--- config.mk ---
export PLATFORM = sky130hd
export DESIGN_NAME = lruc_ctrl
export DESIGN_NICKNAME = d
export VERILOG_FILES = /design/src/rtl/lruc_pkg.sv /design/src/rtl/lruc_ctrl.sv
export SDC_FILE = /design/constraint.sdc
export NUM_CORES = 1
export LEC_CHECK = 0
export BUFFER_PORTS_ARGS = -buffer_cell sky130_fd_sc_hd__buf_2
export CAP_MARGIN = 20
export CORE_AREA = 2 2 39 41
export DETAILED_ROUTE_END_ITERATION = 12
export DIE_AREA = 0 0 41 43
export MAX_ROUTING_LAYER = met4
export PLACE_DENSITY = 0.32
export SYNTH_ARGS = -nofsm -noshare
export SYNTH_HDL_FRONTEND = slang
export SYNTH_SLANG_ARGS = --single-unit
--- constraint.sdc ---
create_clock -name clk -period 1.3 [get_ports clk]
set_clock_uncertainty 0.2 [all_clocks]
set_input_delay 0.065 -clock clk [delete_from_list [all_inputs] [get_ports clk]]
set_output_delay 0.065 -clock clk [all_outputs]
set_load 0.005 [all_outputs]
--- src/rtl/lruc_pkg.sv ---
// ----------------------------------------------------------------------------
// lruc_pkg: shared types for the LRU set-associative cache with victim store
// Holds the input and result word structs and the operation codes.
// ----------------------------------------------------------------------------
package lruc_pkg;

  localparam logic [1:0] MODE_LOOKUP = 2'd0;
  localparam logic [1:0] MODE_TOUCH  = 2'd1;
  localparam logic [1:0] MODE_REMOVE = 2'd2;

  typedef struct packed {
    logic [1:0]  mode;
    logic [7:0]  tid;
    logic [31:0] line_index;
  } req_t;

  typedef struct packed {
    logic        hit;
    logic        writeback_valid;
    logic [7:0]  writeback_thread;
    logic [31:0] writeback_index;
  } rsp_t;

  // Commands from the controller to the datapath.
  typedef struct packed {
    logic load;     // capture the request and issue the set row read
    logic search;   // compare the row and the victim store
    logic update;   // write the row back and update the victim store
  } cmd_t;

endpackage

--- src/rtl/lruc_ctrl.sv ---
// ----------------------------------------------------------------------------
// lruc_ctrl: sequencing of one access
// Steps each word through read, search and update, then holds the result.
// ----------------------------------------------------------------------------
module lruc_ctrl (
  input  logic              clk,
  input  logic              rst,
  input  logic              in_valid,
  output logic              in_stall,
  output logic              out_valid,
  input  logic              out_stall,
  output lruc_pkg::cmd_t    cmd
);

  localparam logic [2:0] ST_IDLE   = 3'd0;
  localparam logic [2:0] ST_READ   = 3'd1;
  localparam logic [2:0] ST_SEARCH = 3'd2;
  localparam logic [2:0] ST_UPDATE = 3'd3;
  localparam logic [2:0] ST_OUT    = 3'd4;

  logic [2:0] state;
  logic [2:0] state_next;
  logic       take;

  // A new word is taken when idle or when the held result leaves this cycle.
  assign in_stall  = !((state == ST_IDLE) || (state == ST_OUT && !out_stall));
  assign take      = in_valid && !in_stall;
  assign out_valid = (state == ST_OUT);

  always_comb begin
    cmd.load   = take;
    cmd.search = (state == ST_SEARCH);
    cmd.update = (state == ST_UPDATE);
    state_next = state;
    case (state)
      ST_IDLE:   if (take) state_next = ST_READ;
      ST_READ:   state_next = ST_SEARCH;
      ST_SEARCH: state_next = ST_UPDATE;
      ST_UPDATE: state_next = ST_OUT;
      ST_OUT: begin
        if (take) begin
          state_next = ST_READ;
        end else if (!out_stall) begin
          state_next = ST_IDLE;
        end
      end
      default:   state_next = ST_IDLE;
    endcase
  end

  always_ff @(posedge clk) begin
    if (rst) begin
      state <= ST_IDLE;
    end else begin
      state <= state_next;
    end
  end

endmodule

---- Word-level counts from Yosys, hierarchy flattened ----
Index checks and enable logic that the tools add are counted.
word-level totals
  register bits after elaboration ......... 3
  input bits .............................. 4
  output and inout bits ................... 5
  logic and storage cells ................. 18
cells by class
  equality and inequality tests ........... 6
  muxes and demuxes ....................... 4
  reduce and logical (&&, ||, !) cells .... 7
operators by type and width
  operator                                                                 number
  3-bit case mux with 5 select lines                                       1
  3-bit two-way mux                                                        3
  3-bit by 2-bit == test with 1-bit output, second input constant          2
  3-bit by 1-bit == test with 1-bit output, second input constant          1
  3-bit == test, second input constant                                     1
  3-bit zero test                                                          1
  3-bit by 2-bit inequality test with 1-bit output, second input constant  1
  1-bit logical AND                                                        2
  1-bit zero test                                                          2
  2-bit inequality test, second input constant                             1
  2-bit AND reduction                                                      1
  1-bit logical OR                                                         1

---- Logic depth before layout (Yosys ltp) ----
Gate-level depths: netlist (run 1).
  depth after elaboration ................. 6
  mapped depth ............................ 3
  gate-level depth less buffers ........... 2

---- Least setup slack after synthesis (run 1) ----
Ideal clock, no wire load.
  kind .................................... register to register
  start point ............................. reg state[1]
  end point ............................... reg state[2]
  library setup time ...................... 115 ps
  arrival ................................. 749 ps
  required time ........................... 985 ps
  slack ................................... 236 ps
  cell stages (with the launch flop) ...... 3
  buffers on the path ..................... 0
  clock period less this slack ............ 1,064 ps
  path through ............................ dfxtp_1 -> and4bb_1 -> o21ba_1
on the way
  word-level cells in the longest chain between the ends .. 6
  elaborated cells between the ends (all ways) .. 13
  classes of those cells .................. 6 x eq/ne; 2 x mux; 5 x reduce/logical
RTL lines
  element                                                                    line                              RTL
  from (decl)                                                                lruc_ctrl.sv:21                   logic [2:0] state;
  from (signal assigned)                                                     lruc_ctrl.sv:55                   state <= state_next;
  3-bit == test                                                              lruc_ctrl.sv:26, lruc_ctrl.sv:35
  1-bit logical AND                                                          lruc_ctrl.sv:26                   assign in_stall = !((state == ST_IDLE) || (state == ST_OUT && !out_stall));
  1-bit logical OR                                                           lruc_ctrl.sv:26
  1-bit logical AND                                                          lruc_ctrl.sv:27                   assign take = in_valid && !in_stall;
  3-bit two-way mux, or another cell as far along                            lruc_ctrl.sv:41                   if (take) begin
  3-bit case mux with 5 select lines or 2-bit AND reduction (tied branches)  n/a
Parallel ways exist; a longest one is shown, timed or not.
A chain may end at the register's enable or synchronous reset.

==> metrics.md, run 1 <==
| Metric | Value |
|---|---|
| Status | `completed` |
| Final hold vios | `0` |
| Proportion of layout cells with a drive suffix above 1 | `50.0%` |
| Slew headroom | `84.9%` |
| DIE HEIGHT | `43 µm` |
| Sink Count | `3` |
| Net Switching | `0.0945 mW` |
| Hold Crit Class | `input pin to flip-flop` |
| Distinct cell type count after synthesis | `14` |
| Critical Path AT | `0.99 ns` |
| FF-to-FF End | `state[2]` |
| DRC errors left | `0` |
| FP Rows | `14` |
| Initial Util | `11.7%` |
| FF-to-FF Start | `state[1]` |
| Max-cap check violation count | `0` |
| TritonCTS Buffers | `3` |
| IO Pins | `9` |
| Worst-Margin Slew | `0.223 ns` |
| Buf/Inv on CP | `3` |
| Leak Pwr | `0.145 nW` |
| Reg with most FFs | `state` |
| Multi-input logic area | `106 µm²` |
| CP most frequent cell | `buf_2` |
| Maximum clock path buffer count | `2` |
| Postcts setup bufs | `0` |
| Worst path required time | `1.03 ns` |
| Crit path max-delay cell type | `dlygate4sd3_1` |
| Setup Slack @ Placement | `0.188 ns` |
| Die Footprint | `1760 µm²` |
| First-pass GRT wire length | `738 µm` |
| Total congestion overflow | `0` |
| Placed Area | `214 µm²` |
| R2R cell count | `2` |
| Nets | `37` |
| Yosys warns | `0` |
| Fin crit share | `96.6%` |
| Crit path kind | `input pin to output port` |
| Initial antenna violation count | `0` |
| Most common cell after layout, fill and taps aside | `buf_2` |
| #FFs+latches synth | `3` |
| DR vias | `189` |
| Switching share of total power | `26.9%` |
| Final WS setup | `0.0446 ns` |
| Count of final max-slew check failures | `0` |
| CP Cell Sequence | `dlygate4sd3_1, buf_2, and3_1, buf_2` |
| Layout area overhead | `79.1%` |
| Fmax | `797 MHz` |
| Port bufs | `8` |
| Worst Hold Launch | `out_stall` |
| Wire per inst | `10.2 µm` |
| CP delay by family, top | `buffers and inverters` |
| P_int | `0.257 mW` |
| Sequential Power Share | `33.7%` |
| Setup crit end kind | `output port` |
| Largest stage delay, worst path | `0.54 ns` |
| Biggest regs | `state x3` |
| WHS Path Cells | `3` |
| Vias/cell | `3.94` |
| Clock power frac | `48.2%` |
| CP max FO | `2` |
| CTS root buf | `clkbuf_4` |
| Final setup vio count | `0` |
| Post-route cell area | `289 µm²` |
| Routed Antenna Nets | `0` |
| Worst-path clk slew | `0.04 ns` |
| Mean Syn Cell Area | `8.97 µm²` |
| Peak supply drop | `0.578 mV` |
| Post-Syn Instances | `18` |
| WHS Endpoint | `state[2]` |
| Pre-Repair DR Iteration Count | `2` |
| Number of flip-flops in the largest register | `3` |
| Power Density | `1210 nW/µm²` |
| Worst-Skew Late Latency | `0.24 ns` |
| Filler Cells Inserted | `154` |
| Post-synthesis sequential area ratio | `37.2%` |
| Post-Syn Area | `161 µm²` |
| Largest net degree at the start of global routing | `8` |
| DRT Wirelength | `489 µm` |
| R2r setup slk | `0.19 ns` |
| Initial detailed-routing violation count | `4` |
| Post-synth net total | `22` |
| CTS tree | `built` |
| Placeable Area | `1380 µm²` |
| Tmin final | `1.26 ns` |
| Register area | `66.3 µm²` |
| Critical path launch point type | `input pin` |
| Combinational power share | `18.2%` |
| Htree depth | `1` |
| Die width | `41 µm` |
| RSZ-0062 raised after global routing | `true` |
| Most frequent cells in the layout | `buf_2 (8), clkbuf_4 (3), dlygate4sd3_1 (3)` |
| Tot GR Track Use | `7.29%` |
| Vias in the first global route | `169` |
| Final GP Congestion | `0.555` |
| Antenna diodes | `0` |
==> routing by layer <==
| metal | wire length (µm) | track usage [%] |
|---|---|---|
| met5 | 0 | - |
| met3 | 80 | 7.85 |
| met4 | 5 | 4.00 |
| met2 | 201 | 8.44 |
| met1 | 201 | 7.35 |
==> Yosys cell counts <==
master,instances,area [µm²]
dfxtp_1,3,60.1
nand2_1,2,7.51
nor2_1,2,7.51
and2_1,1,6.26
and3_1,1,6.26
and3b_1,1,8.76
and4bb_1,1,12.5
buf_4,1,7.51
nor3_1,1,5.00
nor3b_1,1,7.51
nor4b_1,1,8.76
o21ai_0,1,5.00
o21ba_1,1,10.0
xnor2_1,1,8.76
==> power by group through the flow <==
| stage | clock network [mW] | logic, mW | registers (mW) |
|---|---|---|---|
| after CTS | 0.178 | 0.0618 | 0.115 |
| final | 0.169 | 0.0638 | 0.118 |
| after floorplan | 0 | 0.0345 | 0.112 |
| after global routing | 0.183 | 0.0722 | 0.120 |
| after detailed placement | 0 | 0.0536 | 0.114 |
| after global placement | 0 | 0.0538 | 0.113 |
==> timing repair <==
item / CTS / global route
pin swaps: 0 / 0
resized for setup: 3 / 4
endpoints found under the setup margin: 2 / 4
endpoints found under the hold margin: 3 / 0
hold buffers: 3 / 0
==> layout make-up <==
cell class              count  share of cell area [%]
repair buffers             11                    24.2
clock buffers               4                    9.09
well taps                  16                    6.93
multi-input cells          14                    36.8
flip-flops and latches      3                    22.9
==> worst max path at each step <==
| stage | slack [ns] | to | from | depth (start not counted) |
|---|---|---|---|---|
| after global routing | -0.002 | cmd[2] | state[0] | 3 |
| final | 0.04 | cmd[2] | in_valid | 4 |
| after global placement | 0.20 | state[2] | state[1] | 2 |
| after detailed placement | 0.19 | state[2] | state[1] | 2 |
| after CTS | 0.004 | cmd[1] | state[1] | 2 |
| after floorplan | 0.24 | state[2] | state[1] | 2 |
==> stage by stage <==
step	hold WS, ns	power [mW]	util, %	setup TNS, ns	std cells
after floorplan	-0.0583	0.146	-	0	18
after global placement	0.0689	0.167	15.5	0	41
after detailed placement	0.0621	0.168	15.5	0	41
after CTS	0.0691	0.355	19.9	0	48
after global routing	0.0999	0.376	20.9	-0.00178	48
final	0.0836	0.351	20.9	0	48
==> cells by family after synthesis <==
family / synth area share, %
AOI/OAI and AO/OA: 9.30
xor gates and xnor gates: 5.43
buffers and inverters: 4.65
DFF: 37.2
and+or+nand+nor: 43.4
==> tightest hold or removal path: stages <==
cell      delay (ns)
buf_2           0.10
and4bb_1        0.20
o21ba_1         0.11
Note: power is estimated with default switching activity, not from simulation.
==> run 2: changes to the inputs <==
--- a/config.mk
+++ b/config.mk
@@ -12,6 +12,7 @@
 export DIE_AREA = 0 0 41 43
 export MAX_ROUTING_LAYER = met4
 export PLACE_DENSITY = 0.32
+export RECOVER_POWER = 25
 export SYNTH_ARGS = -nofsm -noshare
 export SYNTH_HDL_FRONTEND = slang
 export SYNTH_SLANG_ARGS = --single-unit
==> metrics.md, run 2 (same netlist as run 1, synthesis figures left out) <==
| Metric | Value |
|---|---|
| Wire per inst | `10.2 µm (+0.41%)` |
| R2R cell count | `2 (unchanged)` |
| CP most frequent cell | `buf_2` |
| DR vias | `189 (unchanged)` |
| FF-to-FF End | `state[2]` |
| Switching share of total power | `27.0% (+0.070 points)` |
| Final hold vios | `0 (unchanged)` |
| Initial detailed-routing violation count | `4 (unchanged)` |
| Port bufs | `8 (unchanged)` |
| Die Footprint | `1760 µm² (unchanged)` |
| RSZ-0062 raised after global routing | `true` |
| Maximum clock path buffer count | `2 (unchanged)` |
| Initial antenna violation count | `0 (unchanged)` |
| Antenna diodes | `0 (unchanged)` |
| Fmax | `797 MHz (unchanged)` |
| Postcts setup bufs | `0 (unchanged)` |
| CP Cell Sequence | `dlygate4sd3_1, buf_2, and3_1, buf_2` |
| Fin crit share | `96.6% (unchanged)` |
| Vias/cell | `3.94 (unchanged)` |
| Status | `completed` |
| Worst-Margin Slew | `0.223 ns (unchanged)` |
| Worst Hold Launch | `out_stall` |
| IO Pins | `9 (unchanged)` |
| Sink Count | `3 (unchanged)` |
| Sequential Power Share | `33.7% (about the same)` |
| Biggest regs | `state x3` |
| CTS tree | `built` |
| Final cell count without fillers | `48 (unchanged)` |
| Final WS setup | `0.0446 ns (unchanged)` |
| Pre-Repair DR Iteration Count | `2 (unchanged)` |
| Setup TNS | `0 ns (unchanged)` |
| Critical Path AT | `0.99 ns (about the same)` |
| Worst-path clk slew | `0.04 ns (about the same)` |
| Count of final max-slew check failures | `0 (unchanged)` |
| Max-cap check violation count | `0 (unchanged)` |
| Most frequent cells in the layout | `buf_2 (7), clkbuf_4 (3), dlygate4sd3_1 (3)` |
| Leak Pwr | `0.142 nW (-1.9%)` |
| P_int | `0.256 mW (-0.16%)` |
| Setup Slack @ Placement | `0.188 ns (unchanged)` |
| WHS Path Cells | `3 (unchanged)` |
| FP Rows | `14 (unchanged)` |
| Reg with most FFs | `state` |
| Worst path required time | `1.03 ns (about the same)` |
| R2r setup slk | `0.19 ns (about the same)` |
| Final GP Congestion | `0.555 (unchanged)` |
| Most common cell after layout, fill and taps aside | `buf_2` |
| WHS | `0.0835 ns (-0.000107 ns)` |
| Tot GR Track Use | `7.29% (unchanged)` |
| Number of flip-flops in the largest register | `3 (unchanged)` |
| Proportion of layout cells with a drive suffix above 1 | `46.9% (-3.1 points)` |
| Initial Util | `11.7% (unchanged)` |
| CTS root buf | `clkbuf_4` |
| WHS Endpoint | `state[2]` |
| Tmin final | `1.26 ns (unchanged)` |
| TritonCTS Buffers | `3 (unchanged)` |
| FF-to-FF Start | `state[1]` |
| Layout area overhead | `78.3%` |
| Combinational power share | `18.1% (about the same)` |
| Nets | `37 (unchanged)` |
| Total congestion overflow | `0 (unchanged)` |
| DRC errors left | `0 (unchanged)` |
| Power Density | `1220 nW/µm² (+0.37%)` |
| Largest stage delay, worst path | `0.54 ns (about the same)` |
| Vias in the first global route | `169 (unchanged)` |
| Worst-Skew Late Latency | `0.24 ns (about the same)` |
| Die width | `41 µm (unchanged)` |
| Placeable Area | `1380 µm² (unchanged)` |
| First-pass GRT wire length | `738 µm (unchanged)` |
| Slew headroom | `84.9% (unchanged)` |
| Largest net degree at the start of global routing | `8 (unchanged)` |
| CP delay by family, top | `buffers and inverters` |
| Crit path max-delay cell type | `dlygate4sd3_1` |
| Clock power frac | `48.2% (about the same)` |
| Peak supply drop | `0.581 mV (+0.45%)` |
| DRT Wirelength | `491 µm (+0.41%)` |
| DIE HEIGHT | `43 µm (unchanged)` |
| Crit path kind | `input pin to output port` |
| CP max FO | `2 (unchanged)` |
| Hold Crit Class | `input pin to flip-flop` |
| Placed insts | `41 (unchanged)` |
| Routed Antenna Nets | `0 (unchanged)` |
| Critical path launch point type | `input pin` |
| Net Switching | `0.0947 mW (+0.19%)` |
| Final setup vio count | `0 (unchanged)` |
| Buf/Inv on CP | `3 (unchanged)` |
| Setup crit end kind | `output port` |
| Htree depth | `1 (unchanged)` |
run 2: cell count changes in the layout (fill, tap and decap cells not counted):
| cell | previous run | this run |
|---|---|---|
| clkbuf_1 | 1 | 2 |
| buf_2 | 8 | 7 |
run 2: worst min-delay path: stages:
cell	delay, ns
buf_2	0.10
and4bb_1	0.20
o21ba_1	0.11
run 2: worst max-delay path by stage:
stage / from / to / slack (ns) / cells past startpoint
after floorplan: state[1] / state[2] / 0.24 / 2
after global placement: state[1] / state[2] / 0.20 / 2
after detailed placement: state[1] / state[2] / 0.19 / 2
after CTS: state[1] / cmd[1] / 0.004 / 2
after global routing: state[0] / cmd[2] / -0.002 / 3
final: in_valid / cmd[2] / 0.04 / 4
run 2: through the flow:
stage | cell area, µm² | total power [mW] | utilization (%)
final | 288 | 0.351 | 20.8
after global routing | 288 | 0.375 | 20.8
after CTS | 275 | 0.355 | 19.9
after detailed placement | 214 | 0.168 | 15.5
after global placement | 214 | 0.167 | 15.5
after floorplan | 161 | 0.146 | -
run 2: what timing repair did:
| action | CTS | global route |
|---|---|---|
| hold endpoints to repair | 3 | 0 |
| resized for setup | 3 | 4 |
| hold buffers | 3 | 0 |
| setup endpoints to repair | 2 | 4 |
run 2: cell type report:
| cell class | count | area (µm²) |
|---|---|---|
| Clock buffer | 4 | 26.3 |
| Fill cell | 155 | 1100 |
| Multi-Input combinational cell | 14 | 106 |
| Sequential cell | 3 | 66.3 |
| Tap cell | 16 | 20.0 |
| Timing Repair Buffer | 11 | 68.8 |
run 2: power by group through the flow:
stage / Clock [mW] / Sequential, mW / Combinational [mW]
after global routing: 0.183 / 0.120 / 0.0718
after CTS: 0.178 / 0.115 / 0.0618
final: 0.169 / 0.118 / 0.0635
after global placement: 0 / 0.113 / 0.0538
after detailed placement: 0 / 0.114 / 0.0536
after floorplan: 0 / 0.112 / 0.0345
run 2: routing by layer:
metal / track usage (%) / up-vias / routed length, µm
met1: 7.35 / 82 / 203
met4: 4.00 / 0 / 5
met3: 7.85 / 2 / 80
li1: - / 93 / -
met5: - / - / 0
met2: 8.44 / 12 / 201
